--- src/design/rcfg_pkg.sv ---
// shared types, constants and helper functions of the rc channel frame generator
// no dependencies
`default_nettype none

package rcfg_pkg;

  localparam int CHANNEL_COUNT = 16;
  localparam int CH_IDX_W      = $clog2(CHANNEL_COUNT);
  localparam int CH_W          = 11;
  localparam int SV_W          = 20;
  localparam int SS_W          = 8;
  localparam int FRAME_LEN     = 26;
  localparam int BYTE_CNT_W    = 5;

  localparam logic [BYTE_CNT_W-1:0] HDR_LEN   = BYTE_CNT_W'(3);
  localparam logic [BYTE_CNT_W-1:0] CRC_START = BYTE_CNT_W'(2);
  localparam logic [BYTE_CNT_W-1:0] CRC_POS   = BYTE_CNT_W'(FRAME_LEN - 1);

  localparam logic [7:0] CRC_POLY  = 8'hD5;
  localparam logic [7:0] SYNC_BYTE = 8'hC8;
  localparam logic [7:0] LEN_BYTE  = 8'h18;
  localparam logic [7:0] TYPE_BYTE = 8'h16;

  localparam logic [CH_W-1:0] CH_MIN  = 11'd172;
  localparam logic [CH_W-1:0] CH_MID  = 11'd992;
  localparam logic [CH_W-1:0] CH_HIGH = 11'd1792;

  localparam logic [CH_IDX_W-1:0] FS_CHANNEL = CH_IDX_W'(6);
  localparam logic [2:0]          STAB_LAST  = 3'd4;

  // configuration register indexes
  localparam logic [2:0] CFG_LOCAL_TIMEOUT     = 3'd0;
  localparam logic [2:0] CFG_FAILSAFE_TIMEOUT  = 3'd1;
  localparam logic [2:0] CFG_STABILIZE_TIMEOUT = 3'd2;
  localparam logic [2:0] CFG_HOVER_VALUE       = 3'd3;
  localparam logic [2:0] CFG_FRAME_PERIOD      = 3'd4;

  // operation codes
  localparam logic OP_TICK   = 1'b0;
  localparam logic OP_UPDATE = 1'b1;

  // result kinds
  localparam logic KIND_STATUS = 1'b0;
  localparam logic KIND_BYTE   = 1'b1;

  // link state codes
  localparam logic [1:0] LS_NORMAL    = 2'd0;
  localparam logic [1:0] LS_STABILIZE = 2'd1;
  localparam logic [1:0] LS_FAILSAFE  = 2'd2;
  localparam logic [1:0] LS_LOCAL     = 2'd3;

  typedef struct packed {
    logic [SV_W-1:0] local_to_ms;
    logic [SV_W-1:0] fs_to_ms;
    logic [SV_W-1:0] stab_to_ms;
    logic [CH_W-1:0] hover_level;
    logic [SS_W-1:0] frame_period;
  } rcfg_cfg_t;

  typedef struct packed {
    logic                en;
    logic [CH_IDX_W-1:0] addr;
    logic [CH_W-1:0]     data;
  } rcfg_wr_t;

  function automatic logic [CH_W-1:0] chan_init(input logic [CH_IDX_W-1:0] idx);
    logic [CH_W-1:0] v;
    case (idx)
      4'd0, 4'd1, 4'd3:               v = 11'd992;
      4'd2:                           v = 11'd1716;
      4'd4, 4'd5, 4'd6, 4'd7:         v = 11'd191;
      4'd8, 4'd9, 4'd10, 4'd11:       v = 11'd997;
      4'd12, 4'd13:                   v = 11'd0;
      default:                        v = 11'd1811;
    endcase
    return v;
  endfunction

  function automatic logic [7:0] crc8_step(input logic [7:0] crc, input logic [7:0] b);
    logic [7:0] c;
    c = crc ^ b;
    for (int k = 0; k < 8; k++) begin
      c = c[7] ? ({c[6:0], 1'b0} ^ CRC_POLY) : {c[6:0], 1'b0};
    end
    return c;
  endfunction

  function automatic logic [7:0] hdr_byte(input logic [1:0] idx);
    logic [7:0] v;
    case (idx)
      2'd0:    v = SYNC_BYTE;
      2'd1:    v = LEN_BYTE;
      default: v = TYPE_BYTE;
    endcase
    return v;
  endfunction

  // stabilize writes: channels 0, 1, 2, 3, 5
  function automatic logic [CH_IDX_W-1:0] stab_addr(input logic [2:0] step);
    logic [CH_IDX_W-1:0] a;
    case (step)
      3'd0:    a = CH_IDX_W'(0);
      3'd1:    a = CH_IDX_W'(1);
      3'd2:    a = CH_IDX_W'(2);
      3'd3:    a = CH_IDX_W'(3);
      default: a = CH_IDX_W'(5);
    endcase
    return a;
  endfunction

  function automatic logic [CH_W-1:0] stab_data(input logic [2:0] step,
                                                input logic [CH_W-1:0] hover);
    logic [CH_W-1:0] v;
    case (step)
      3'd2:             v = hover;
      3'd0, 3'd1, 3'd3: v = CH_MID;
      default:          v = CH_MIN;
    endcase
    return v;
  endfunction

endpackage

`default_nettype wire

--- src/design/rc_channel_frame_generator_failsafe_core.sv ---
// top level of the rc channel frame generator with failsafe timeouts
// depends on rcfg_pkg, rcfg_cfg_regs and rcfg_chan_mem
`default_nettype none

// One item at a time. An update item writes channels 0 to 7 into the channel
// memory, one per cycle, and then gives one status item. A tick updates the
// millisecond counters and picks the timeout rule on acceptance, then writes
// the overridden channels (one channel for failsafe, five for stabilize) and
// gives either one status item or a 26-byte frame. With no receiver stall,
// header, 22 packed bytes and crc leave one a cycle, but for the merge steps:
// each of the 16 channel fetches from the channel memory takes a merge step of
// its own in the bit packer. A new item is taken as soon as the last result of
// the previous one sits in the output register. The channel memory needs no
// clearing pass after reset: per-entry valid bits return the power-up table for
// entries not yet written. Configuration is taken at any time through the plain
// write port and is meant to be written while idle.
module rc_channel_frame_generator_failsafe_core
  import rcfg_pkg::*;
(
  input  wire logic             clk_i,
  input  wire logic             rst_ni,
  // configuration write port
  input  wire logic             cfg_we_i,
  input  wire logic [2:0]       cfg_idx_i,
  input  wire logic [SV_W-1:0]  cfg_wdata_i,
  // input channel
  input  wire logic             in_valid_i,
  output logic                  in_ready_o,
  input  wire logic             operation_i,
  input  wire logic [CH_W-1:0]  chan_roll_i,
  input  wire logic [CH_W-1:0]  chan_pitch_i,
  input  wire logic [CH_W-1:0]  chan_throttle_i,
  input  wire logic [CH_W-1:0]  chan_yaw_i,
  input  wire logic [CH_W-1:0]  chan_aux_a_i,
  input  wire logic [CH_W-1:0]  chan_aux_b_i,
  input  wire logic [CH_W-1:0]  chan_aux_c_i,
  input  wire logic [CH_W-1:0]  chan_aux_d_i,
  input  wire logic             failsafe_mode_i,
  input  wire logic             remote_request_i,
  // output channel
  output logic                  out_valid_o,
  input  wire logic             out_ready_i,
  output logic                  kind_o,
  output logic [7:0]            frame_byte_o,
  output logic                  last_o,
  output logic                  switch_level_o,
  output logic [1:0]            link_state_o
);

  // sequencer states, one-hot
  typedef enum logic [4:0] {
    ST_IDLE   = 5'b00001,
    ST_UPD    = 5'b00010,
    ST_RULE   = 5'b00100,
    ST_FRAME  = 5'b01000,
    ST_STATUS = 5'b10000
  } rcfg_state_e;

  localparam logic [SV_W-1:0] SV_MAX = '1;
  localparam logic [SS_W-1:0] SS_MAX = '1;
  localparam int              ACC_W  = CH_W + 7;

  rcfg_cfg_t       cfg;
  rcfg_wr_t        mem_wr;
  logic [CH_W-1:0] chan_rd;

  rcfg_state_e state_q, state_d;
  logic [2:0]  cnt_q, cnt_d;

  // update payload, written to memory channel by channel in ST_UPD
  logic [CH_W-1:0] upd_ch_q [8];
  logic [CH_W-1:0] upd_ch_d [8];

  logic            fs_flag_q, fs_flag_d;
  logic            last_remote_q, last_remote_d;
  logic            switch_q, switch_d;
  logic [SV_W-1:0] since_valid_q, since_valid_d;
  logic [SS_W-1:0] since_sent_q, since_sent_d;
  logic [1:0]      lstate_q, lstate_d;
  logic            frame_q, frame_d;

  // frame builder
  logic [BYTE_CNT_W-1:0] byte_cnt_q, byte_cnt_d;
  logic [ACC_W-1:0]      acc_q, acc_d;
  logic [4:0]            nbits_q, nbits_d;
  logic [CH_IDX_W-1:0]   ch_idx_q, ch_idx_d;
  logic                  data_ok_q, data_ok_d;
  logic [7:0]            crc_q, crc_d;

  // output register
  logic       out_valid_q;
  logic       out_kind_q;
  logic [7:0] out_byte_q;
  logic       out_last_q;
  logic       out_switch_q;
  logic [1:0] out_lstate_q;

  logic       out_load;
  logic       out_kind_d;
  logic [7:0] out_byte_d;
  logic       out_last_d;
  logic       slot_free;

  rcfg_cfg_regs u_cfg_regs (
    .clk_i       (clk_i),
    .rst_ni      (rst_ni),
    .cfg_we_i    (cfg_we_i),
    .cfg_idx_i   (cfg_idx_i),
    .cfg_wdata_i (cfg_wdata_i),
    .cfg_o       (cfg)
  );

  // the packer reads at ch_idx_q every cycle; data_ok_q marks a fresh read
  rcfg_chan_mem u_chan_mem (
    .clk_i   (clk_i),
    .rst_ni  (rst_ni),
    .wr_i    (mem_wr),
    .raddr_i (ch_idx_q),
    .rdata_o (chan_rd)
  );

  assign slot_free  = !out_valid_q || out_ready_i;
  assign in_ready_o = (state_q == ST_IDLE);

  always_comb begin
    logic [SV_W-1:0]  sv_inc;
    logic [SS_W-1:0]  ss_inc;
    logic             frame_go;
    logic [1:0]       rule;
    logic [ACC_W-1:0] shifted;

    state_d       = state_q;
    cnt_d         = cnt_q;
    upd_ch_d      = upd_ch_q;
    fs_flag_d     = fs_flag_q;
    last_remote_d = last_remote_q;
    switch_d      = switch_q;
    since_valid_d = since_valid_q;
    since_sent_d  = since_sent_q;
    lstate_d      = lstate_q;
    frame_d       = frame_q;
    byte_cnt_d    = byte_cnt_q;
    acc_d         = acc_q;
    nbits_d       = nbits_q;
    ch_idx_d      = ch_idx_q;
    data_ok_d     = 1'b1;
    crc_d         = crc_q;
    mem_wr        = '0;
    out_load      = 1'b0;
    out_kind_d    = KIND_STATUS;
    out_byte_d    = 8'h00;
    out_last_d    = 1'b1;

    // saturating millisecond counters
    sv_inc   = (since_valid_q == SV_MAX) ? since_valid_q : since_valid_q + SV_W'(1);
    ss_inc   = (since_sent_q == SS_MAX) ? since_sent_q : since_sent_q + SS_W'(1);
    frame_go = (ss_inc > cfg.frame_period);

    // timeout rules in priority order: local, failsafe, stabilize
    if (sv_inc >= cfg.local_to_ms) begin
      rule = LS_LOCAL;
    end else if (sv_inc >= cfg.fs_to_ms) begin
      rule = LS_FAILSAFE;
    end else if (sv_inc >= cfg.stab_to_ms) begin
      rule = LS_STABILIZE;
    end else begin
      rule = LS_NORMAL;
    end

    shifted = ACC_W'(chan_rd) << nbits_q[2:0];

    unique case (state_q)
      ST_IDLE: begin
        if (in_valid_i) begin
          cnt_d      = '0;
          byte_cnt_d = '0;
          acc_d      = '0;
          nbits_d    = '0;
          ch_idx_d   = '0;
          data_ok_d  = 1'b0;
          crc_d      = 8'h00;
          if (operation_i == OP_UPDATE) begin
            upd_ch_d[0]   = chan_roll_i;
            upd_ch_d[1]   = chan_pitch_i;
            upd_ch_d[2]   = chan_throttle_i;
            upd_ch_d[3]   = chan_yaw_i;
            upd_ch_d[4]   = chan_aux_a_i;
            upd_ch_d[5]   = chan_aux_b_i;
            upd_ch_d[6]   = chan_aux_c_i;
            upd_ch_d[7]   = chan_aux_d_i;
            fs_flag_d     = failsafe_mode_i;
            since_valid_d = '0;
            // the switch follows the request only on a change
            if (remote_request_i != last_remote_q) begin
              switch_d      = remote_request_i;
              last_remote_d = remote_request_i;
            end
            lstate_d = LS_NORMAL;
            frame_d  = 1'b0;
            state_d  = ST_UPD;
          end else begin
            since_valid_d = sv_inc;
            since_sent_d  = frame_go ? '0 : ss_inc;
            frame_d       = frame_go;
            lstate_d      = rule;
            if (rule == LS_LOCAL) begin
              switch_d = 1'b0;
            end
            if (rule == LS_FAILSAFE || rule == LS_STABILIZE) begin
              state_d = ST_RULE;
            end else begin
              state_d = frame_go ? ST_FRAME : ST_STATUS;
            end
          end
        end
      end

      ST_UPD: begin
        mem_wr.en   = 1'b1;
        mem_wr.addr = {1'b0, cnt_q};
        mem_wr.data = upd_ch_q[cnt_q];
        data_ok_d   = 1'b0;
        cnt_d       = cnt_q + 3'd1;
        if (cnt_q == 3'd7) begin
          state_d = ST_STATUS;
        end
      end

      ST_RULE: begin
        mem_wr.en = 1'b1;
        data_ok_d = 1'b0;
        cnt_d     = cnt_q + 3'd1;
        if (lstate_q == LS_FAILSAFE) begin
          mem_wr.addr = FS_CHANNEL;
          mem_wr.data = fs_flag_q ? CH_HIGH : CH_MID;
          state_d     = frame_q ? ST_FRAME : ST_STATUS;
        end else begin
          mem_wr.addr = stab_addr(cnt_q);
          mem_wr.data = stab_data(cnt_q, cfg.hover_level);
          if (cnt_q == STAB_LAST) begin
            state_d = frame_q ? ST_FRAME : ST_STATUS;
          end
        end
      end

      ST_STATUS: begin
        if (slot_free) begin
          out_load = 1'b1;
          state_d  = ST_IDLE;
        end
      end

      ST_FRAME: begin
        out_kind_d = KIND_BYTE;
        out_last_d = 1'b0;
        if (byte_cnt_q < HDR_LEN) begin
          // sync, length and type bytes; crc starts at the type byte
          if (slot_free) begin
            out_load   = 1'b1;
            out_byte_d = hdr_byte(byte_cnt_q[1:0]);
            byte_cnt_d = byte_cnt_q + BYTE_CNT_W'(1);
            if (byte_cnt_q == CRC_START) begin
              crc_d = crc8_step(crc_q, out_byte_d);
            end
          end
        end else if (byte_cnt_q < CRC_POS) begin
          if (nbits_q >= 5'd8) begin
            if (slot_free) begin
              out_load   = 1'b1;
              out_byte_d = acc_q[7:0];
              crc_d      = crc8_step(crc_q, acc_q[7:0]);
              acc_d      = acc_q >> 8;
              nbits_d    = nbits_q - 5'd8;
              byte_cnt_d = byte_cnt_q + BYTE_CNT_W'(1);
            end
          end else if (data_ok_q) begin
            // merge the next channel above the pending bits
            acc_d     = acc_q | shifted;
            nbits_d   = nbits_q + 5'(CH_W);
            ch_idx_d  = ch_idx_q + CH_IDX_W'(1);
            data_ok_d = 1'b0;
          end
        end else begin
          if (slot_free) begin
            out_load   = 1'b1;
            out_byte_d = crc_q;
            out_last_d = 1'b1;
            state_d    = ST_IDLE;
          end
        end
      end

      default: begin
        state_d = ST_IDLE;
      end
    endcase
  end

  always_ff @(posedge clk_i or negedge rst_ni) begin
    if (!rst_ni) begin
      state_q       <= ST_IDLE;
      cnt_q         <= '0;
      fs_flag_q     <= 1'b0;
      last_remote_q <= 1'b0;
      switch_q      <= 1'b0;
      since_valid_q <= '0;
      since_sent_q  <= '0;
      lstate_q      <= LS_NORMAL;
      frame_q       <= 1'b0;
      byte_cnt_q    <= '0;
      nbits_q       <= '0;
      ch_idx_q      <= '0;
      data_ok_q     <= 1'b0;
      out_valid_q   <= 1'b0;
    end else begin
      state_q       <= state_d;
      cnt_q         <= cnt_d;
      fs_flag_q     <= fs_flag_d;
      last_remote_q <= last_remote_d;
      switch_q      <= switch_d;
      since_valid_q <= since_valid_d;
      since_sent_q  <= since_sent_d;
      lstate_q      <= lstate_d;
      frame_q       <= frame_d;
      byte_cnt_q    <= byte_cnt_d;
      nbits_q       <= nbits_d;
      ch_idx_q      <= ch_idx_d;
      data_ok_q     <= data_ok_d;
      if (out_load) begin
        out_valid_q <= 1'b1;
      end else if (out_ready_i) begin
        out_valid_q <= 1'b0;
      end
    end
  end

  // payload registers, no reset
  always_ff @(posedge clk_i) begin
    upd_ch_q <= upd_ch_d;
    acc_q    <= acc_d;
    crc_q    <= crc_d;
    if (out_load) begin
      out_kind_q   <= out_kind_d;
      out_byte_q   <= out_byte_d;
      out_last_q   <= out_last_d;
      out_switch_q <= switch_q;
      out_lstate_q <= lstate_q;
    end
  end

  assign out_valid_o    = out_valid_q;
  assign kind_o         = out_kind_q;
  assign frame_byte_o   = out_byte_q;
  assign last_o         = out_last_q;
  assign switch_level_o = out_switch_q;
  assign link_state_o   = out_lstate_q;

endmodule

`default_nettype wire

--- src/design/rcfg_cfg_regs.sv ---
// configuration register bank of the rc channel frame generator
// depends on rcfg_pkg
`default_nettype none

module rcfg_cfg_regs
  import rcfg_pkg::*;
(
  input  wire logic             clk_i,
  input  wire logic             rst_ni,
  input  wire logic             cfg_we_i,
  input  wire logic [2:0]       cfg_idx_i,
  input  wire logic [SV_W-1:0]  cfg_wdata_i,
  output rcfg_cfg_t             cfg_o
);

  rcfg_cfg_t cfg_q, cfg_d;

  always_comb begin
    cfg_d = cfg_q;
    if (cfg_we_i) begin
      unique case (cfg_idx_i)
        CFG_LOCAL_TIMEOUT:     cfg_d.local_to_ms  = cfg_wdata_i;
        CFG_FAILSAFE_TIMEOUT:  cfg_d.fs_to_ms     = cfg_wdata_i;
        CFG_STABILIZE_TIMEOUT: cfg_d.stab_to_ms   = cfg_wdata_i;
        CFG_HOVER_VALUE:       cfg_d.hover_level  = cfg_wdata_i[CH_W-1:0];
        CFG_FRAME_PERIOD:      cfg_d.frame_period = cfg_wdata_i[SS_W-1:0];
        default:               cfg_d = cfg_q;
      endcase
    end
  end

  always_ff @(posedge clk_i or negedge rst_ni) begin
    if (!rst_ni) begin
      cfg_q.local_to_ms  <= SV_W'(300000);
      cfg_q.fs_to_ms     <= SV_W'(5000);
      cfg_q.stab_to_ms   <= SV_W'(250);
      cfg_q.hover_level  <= CH_W'(1200);
      cfg_q.frame_period <= SS_W'(20);
    end else begin
      cfg_q <= cfg_d;
    end
  end

  assign cfg_o = cfg_q;

endmodule

`default_nettype wire

--- src/design/rcfg_chan_mem.sv ---
// channel store: 16 x 11 synchronous memory, one write and one registered read
// per-entry valid bits make unwritten entries read as the power-up table; uses rcfg_pkg
`default_nettype none

module rcfg_chan_mem
  import rcfg_pkg::*;
(
  input  wire logic                clk_i,
  input  wire logic                rst_ni,
  input  wire rcfg_wr_t            wr_i,
  input  wire logic [CH_IDX_W-1:0] raddr_i,
  output logic      [CH_W-1:0]     rdata_o
);

  logic [CH_W-1:0]          mem_q [CHANNEL_COUNT];
  logic [CHANNEL_COUNT-1:0] valid_q;
  logic [CH_W-1:0]          rdata_q;
  logic                     rvalid_q;
  logic [CH_IDX_W-1:0]      ridx_q;

  always_ff @(posedge clk_i) begin
    if (wr_i.en) begin
      mem_q[wr_i.addr] <= wr_i.data;
    end
    rdata_q <= mem_q[raddr_i];
    ridx_q  <= raddr_i;
  end

  always_ff @(posedge clk_i or negedge rst_ni) begin
    if (!rst_ni) begin
      valid_q  <= '0;
      rvalid_q <= 1'b0;
    end else begin
      if (wr_i.en) begin
        valid_q[wr_i.addr] <= 1'b1;
      end
      rvalid_q <= valid_q[raddr_i];
    end
  end

  assign rdata_o = rvalid_q ? rdata_q : chan_init(ridx_q);

endmodule

`default_nettype wire

--- config.mk ---
export PLATFORM = sky130hd
export DESIGN_NAME = rc_channel_frame_generator_failsafe_core
export DESIGN_NICKNAME = d
export VERILOG_FILES = /design/src/design/rcfg_pkg.sv /design/src/design/rc_channel_frame_generator_failsafe_core.sv /design/src/design/rcfg_cfg_regs.sv /design/src/design/rcfg_chan_mem.sv
export SDC_FILE = /design/constraint.sdc
export NUM_CORES = 1
export LEC_CHECK = 0
export BUFFER_PORTS_ARGS = -buffer_cell sky130_fd_sc_hd__buf_2
export CELL_PAD_IN_SITES_DETAIL_PLACEMENT = 0
export CELL_PAD_IN_SITES_GLOBAL_PLACEMENT = 1
export CORE_AREA = 2 2 184 231
export CTS_CLUSTER_SIZE = 28
export DETAILED_ROUTE_END_ITERATION = 16
export DIE_AREA = 0 0 186 233
export PLACE_DENSITY = 0.75
export RECOVER_POWER = 100
export SLEW_MARGIN = 10
export SYNTH_ARGS = -nofsm -noshare
export SYNTH_HDL_FRONTEND = slang
export SYNTH_SLANG_ARGS = --single-unit
--- constraint.sdc ---
create_clock -name clk_i -period 9.5 [get_ports clk_i]
set_clock_uncertainty 0.05 [all_clocks]
set_input_delay 1.9 -clock clk_i [delete_from_list [all_inputs] [get_ports clk_i]]
set_output_delay 1.9 -clock clk_i [all_outputs]
set_load 0.01 [all_outputs]
==> run metrics, run 1 <==
status=complete, but fails checks; failing checks=capacitance limit, slew limit; Site Rows=83; drt first pass iters=7; setup TNS=0 ns; Core Region=41020 µm²; Area growth, synth to finish=13.57%; routed wire length per instance=18.19 µm; post-synthesis net count=1708; crit path max fanout=88; R2R Setup Slk=4.11 ns; H-tree levels=2; fraction of the yosys area taken by sequential cells=57.59%; Netlist Area Pre-Place=18340 µm²; # fillers=3600; Root Driver=clkbuf_16; DRT Wirelength=40.41 mm; Max Freq=154.3 MHz; worst path required time=9.50 ns; die height=233 µm; CP cell instances=clkbuf_1, nand2_1, clkinvlp_2, clkbuf_1; leakage power=0.008265 µW; share of cells above drive strength 1=18.09%; syn_area_per_cell=12.20 µm²; RSZ-0062 raised after global routing=false; number of port buffers=133; Worst setup EP type=register; Hold Vio Cnt, Final=0; Main synth FF type=edfxtp_1; clock transition at the registers of the reported paths=0.06 ns; max_cap viols=8; crit start category=input port; ANT nets after route=0; min cycle time layout=6.481 ns; FF+latch area=10560 µm²; Area contributors post-synth=edfxtp_1 35%, dfrtp_1 16%, mux4_2 6.5%; Post-Layout Cell Count=2222; global-route wire length before repair=65.76 mm; grt total ovfl=0; clock latency on the worst-skew pair=0.56 ns; footprint of the multi-input gates=7171 µm²; Placed Instances=2149; Synth top area share=35.20%; WS Path Type=in -> reg; initial antenna violation count=1; Hold Path Class=reg -> reg; area leader, netlist=edfxtp_1; 1st-iter DRT viols=747; final worst-path cycle share=68.23%; synth cell count leaders=215 x edfxtp_1, 164 x nand2_1, 143 x o21ai_0; top-count cell post-synth=edfxtp_1; CP top delay family=buffers and inverters; slew at the pin closest to its max-slew limit=4.484 ns; post-synth cell types=69; crit path DAT=6.48 ns; Post-synth EDFFs=215; clock buffer depth=3; I/O pin cnt=134; mean number of vias per cell=5.388; Final Setup Violations=0; Die X-Extent=186 µm; CP max stage cell=clkbuf_1; Nets=1843; Rel. slew slack=-199.0%; CTS Hold Bufs=0; all-layer global routing usage=19.39%; vias=11973; Clock Sinks=382; crit-path most repeated cell=clkbuf_1; Synth async-reset ratio=38.22%; Setup Fix Bufs, Post-CTS=0; dpl hpwl=28.74 mm; Initial Util=44.72%; Resized cells post-CTS=0; TritonCTS clock tree=yes; vias in the first global route=12260; Post-route DRC=0; Syn Inst Count=1503; power per cell area=249.6 nW/µm²; Inserted Clock Buffers=39; Ys Warns=0; largest net degree at the start of global routing=89; max-slew violations=403; peak supply drop=0.1550 mV; CP max stage delay=3.13 ns; Worst Path Buf+Inv=3; #FFs+latches synth=382; Routability Congestion=0.8398; Total Die Area=43340 µm²
[final timing paths]
check | end | startpoint | cells after the start
setup / recovery | upd_ch_q[71]$_DFFE_PP_ | operation_i | 4
hold / removal | u_chan_mem.valid_q[2]$_DFFE_PN0N_ | u_chan_mem.valid_q[2]$_DFFE_PN0N_ | 1
setup reg to reg | state_q[3]$_DFFE_PN0P_ | since_valid_q[12]$_DFFE_PN0P_ | 18
hold reg to reg | u_chan_mem.valid_q[2]$_DFFE_PN0N_ | u_chan_mem.valid_q[2]$_DFFE_PN0N_ | 1
max in group asynchronous | since_sent_q[5]$_DFFE_PN0P_ | rst_ni | 2
min in group asynchronous | u_cfg_regs.cfg_o[58]$_DFFE_PN0P_ | rst_ni | 1
[report_power, final]
group          total [µW]  internal (µW)  switching, µW  leakage (µW)
clock network        1540            875            661      0.000648
logic                1420            577            845       0.00363
registers            2240           2090            147       0.00399
total                5200           3550           1650       0.00826
[flip-flops by register name, indices dropped and copies added, names as in the netlist, 2 cells and up, named ones only]
register	cells
nbits_q	5
frame_byte_o	8
u_cfg_regs.cfg_o	79
upd_ch_q	88
acc_q	18
link_state_o	2
state_q	5
u_chan_mem.mem_q	88
ch_idx_q	4
u_chan_mem.rdata_q	11
since_sent_q	8
byte_cnt_q	5
lstate_q	2
cnt_q	3
crc_q	8
u_chan_mem.valid_q	8
since_valid_q	20
[layout by cell type (no fill, tap or decap), drive strengths merged, types with 7 or more instances in the layout]
master  count
a211oi     20
a21o        9
a21oi      59
a221o       7
a22o       11
a31oi       9
and2        7
and3       12
buf       118
clkbuf     88
clkinv     19
dfrtp     120
dfstp      26
dfxtp      21
edfxtp    215
ha         86
inv        93
mux2       32
mux2i      21
mux4       53
nand2     164
nand2b     13
nand3      18
nand4      15
nor2       81
nor2b      16
nor3       26
o21a        9
o21ai     147
o22ai      12
o31ai      10
xnor2      47
xor2       24
[metrics by stage]
step           area, µm²  hold WS [ns]  power [µW]  util, %  setup WS [ns]
2_1_floorplan      18340        0.3732        3297        -          4.746
3_3_place_gp       19650        0.3984        3678    47.91          4.301
3_5_place_dp       19650        0.4036        3707    47.91          4.099
4_1_cts            20960        0.4184        5262    51.09          4.075
5_1_grt            20830        0.4320        5521    50.78          2.370
6_report           20830        0.4143        5199    50.78          3.019
[routing by layer]
metal / track usage (%) / share of wire [%] / up-vias / routed length, µm
met5: 0 / 0.032 / - / 13
met4: 6.816 / 3.0 / 2 / 1226
met3: 3.271 / 5.2 / 77 / 2095
met2: 32.49 / 49 / 283 / 20000
met1: 25.42 / 42 / 5845 / 17070
li1: - / - / 5766 / -
[area by class of cell]
type	count	share of cell area (%)
multi-input combinational	966	34.42
clock buffer	49	5.202
inverter	92	1.664
timing repair buffer	157	3.616
sequential	382	50.71
antenna	1	0.01201
tap	552	3.316
clock inverter	23	1.063
[cell families after synthesis]
group | count (synthesis) | synth area share [%]
AOI/OAI and AO/OA | 325 | 10.82
xor gates and xnor gates | 71 | 3.431
and+or+nand+nor | 378 | 9.454
muxes | 106 | 9.618
adders and majority gates | 86 | 5.866
buffers and inverters | 155 | 3.226
DFF | 382 | 57.59
Note: power is estimated with default switching activity, not from simulation.
==> run 2: changes to the inputs <==
==> constraint.sdc (replaced) <==
create_clock -name clk_i -period 6.6 [get_ports clk_i]
set_clock_uncertainty 0.05 [all_clocks]
set_input_delay 1.32 -clock clk_i [delete_from_list [all_inputs] [get_ports clk_i]]
set_output_delay 1.32 -clock clk_i [all_outputs]
set_load 0.01 [all_outputs]
==> run metrics, run 2 (synthesized netlist as in run 1, its figures left out) <==
status=complete, but fails checks; failing checks=capacitance limit, slew limit; Area growth, synth to finish=13.28%; # fillers=3619; Initial Util=44.72%; layer carrying the most global-route usage=met2; Post-route DRC=0; TritonCTS clock tree=yes; initial antenna violation count=2; CP top delay family=simple AND/OR/NAND/NOR gates; CP max stage delay=0.74 ns; worst hold path endpoint=u_chan_mem.valid_q[5]$_DFFE_PN0N_; Final Instance Area=20780 µm²; die height=233 µm; commonest non-fill, non-tap cell in the layout=edfxtp_1; met3 global-route usage=3.459%; power per cell area=358.8 nW/µm²; Max Freq=185.7 MHz; largest net degree at the start of global routing=81; dpl hpwl=28.96 mm; grt total ovfl=0; I/O pin cnt=134; Site Rows=83; Placed Instances=2150; ANT nets after route=0; Final Setup Violations=0; clock transition at the registers of the reported paths=0.07 ns; routed wire length per instance=18.25 µm; crit start category=register; Nets=1844; mean number of vias per cell=5.390; RSZ-0062 raised after global routing=false; Post-Layout Cell Count=2221; path depth of the worst reg2reg path=18; clock buffer depth=3; crit path DAT=5.79 ns; area post-placement=19660 µm²; reg-to-reg startpoint=since_valid_q[12]$_DFFE_PN0P_; Worst setup EP type=register; Die X-Extent=186 µm; crit path max fanout=7; pre-CTS setup slack=1.266 ns; most frequent cells in the layout=215 x edfxtp_1, 164 x nand2_1, 146 x o21ai_0; setup TNS=0 ns; CTS Hold Bufs=0; H-tree levels=2; RR Endpoint=state_q[3]$_DFFE_PN0P_; drt first pass iters=5; Hold Vio Cnt, Final=0; peak supply drop=0.2392 mV; Rel. slew slack=-195.5%; CP cell instances=and4_1, nand4_1, nor2_1, nor4b_1, nand3_1, xnor2_1, ha_1, and3_1, o21ai_0, nand3_1, a221o_1, a31o_2, or3b_2, ha_1, or3_1, a211oi_1, a21oi_1, o31ai_1; Worst Path Buf+Inv=0; number of port buffers=133; hold depth=1; vias in the first global route=11910; max-slew violations=311; hold_sp=u_chan_mem.valid_q[5]$_DFFE_PN0N_; share of cells above drive strength 1=17.62%; DRT Wirelength=40.53 mm; all-layer global routing usage=19.31%; min cycle time layout=5.385 ns; antenna cells=0; CP max stage cell=nor4b_1; Resized cells post-CTS=0; global-route wire length before repair=65.30 mm; final core utilization=50.65%; max_cap viols=7; Hold Path Class=reg -> reg; Inserted Clock Buffers=39; Root Driver=clkbuf_16; Clock Sinks=382; Routability Congestion=0.8350; vias=11971; global-route met1 utilization=25.49%; Worst Setup Slack, final=1.215 ns; clock latency on the worst-skew pair=0.55 ns; Core Region=41020 µm²; slew at the pin closest to its max-slew limit=4.432 ns; final worst-path cycle share=81.60%; WS Path Type=reg -> reg; worst path required time=7.00 ns; Total Die Area=43340 µm²; M2 GR Usage=31.92%; R2R Setup Slk=1.21 ns; leakage power=0.008215 µW; Setup Fix Bufs, Post-CTS=0; 1st-iter DRT viols=711
run 2: cell count changes in the layout (fill, tap and decap cells not counted), sizes merged:
cell / before / now
buf: 118 / 117
clkbuf: 88 / 97
clkinv: 19 / 7
clkinvlp: 1 / 4
diode: 1 / 0
inv: 93 / 94
run 2: area by class of cell:
cell class                      count  area, µm²  area share (%)
Clock buffer                       56       1090           5.245
Sequential cell                   382      10560           50.83
Inverter                           92      346.6           1.668
Multi-Input combinational cell    966       7171           34.51
Tap cell                          552      690.7           3.324
Timing Repair Buffer              158      757.0           3.643
Clock inverter                     15      161.4          0.7768
run 2: stage by stage:
step	power (µW)	hold slack (ns)
after global placement	5293	0.3976
after CTS	7540	0.4201
after global routing	7899	0.4340
after floorplan	4746	0.3732
final	7455	0.4206
after detailed placement	5339	0.4063
run 2: power by group:
group / switching [µW] / internal (µW) / total (µW)
Sequential: 214 / 3000 / 3220
Clock: 940 / 1240 / 2180
Combinational: 1220 / 830 / 2050
Total: 2380 / 5080 / 7450
run 2: worst max-delay path by stage:
stage	cells past startpoint	from	end	slack, ns
floorplan	18	since_valid_q[12]$_DFFE_PN0P_	state_q[3]$_DFFE_PN0P_	1.85
global placement	18	since_valid_q[12]$_DFFE_PN0P_	state_q[3]$_DFFE_PN0P_	1.40
detailed placement	18	since_valid_q[12]$_DFFE_PN0P_	state_q[3]$_DFFE_PN0P_	1.27
CTS	18	since_valid_q[12]$_DFFE_PN0P_	state_q[3]$_DFFE_PN0P_	1.25
global route	2	rst_ni	u_cfg_regs.cfg_o[16]$_DFFE_PN0P_	0.68
finish	18	since_valid_q[12]$_DFFE_PN0P_	state_q[3]$_DFFE_PN0P_	1.21
run 2: routing by layer:
metal / vias up / share of wire [%]
li1: 5771 / -
met1: 5853 / 44
met2: 262 / 48
met3: 81 / 4.6
met4: 4 / 3.2
met5: - / 0.059
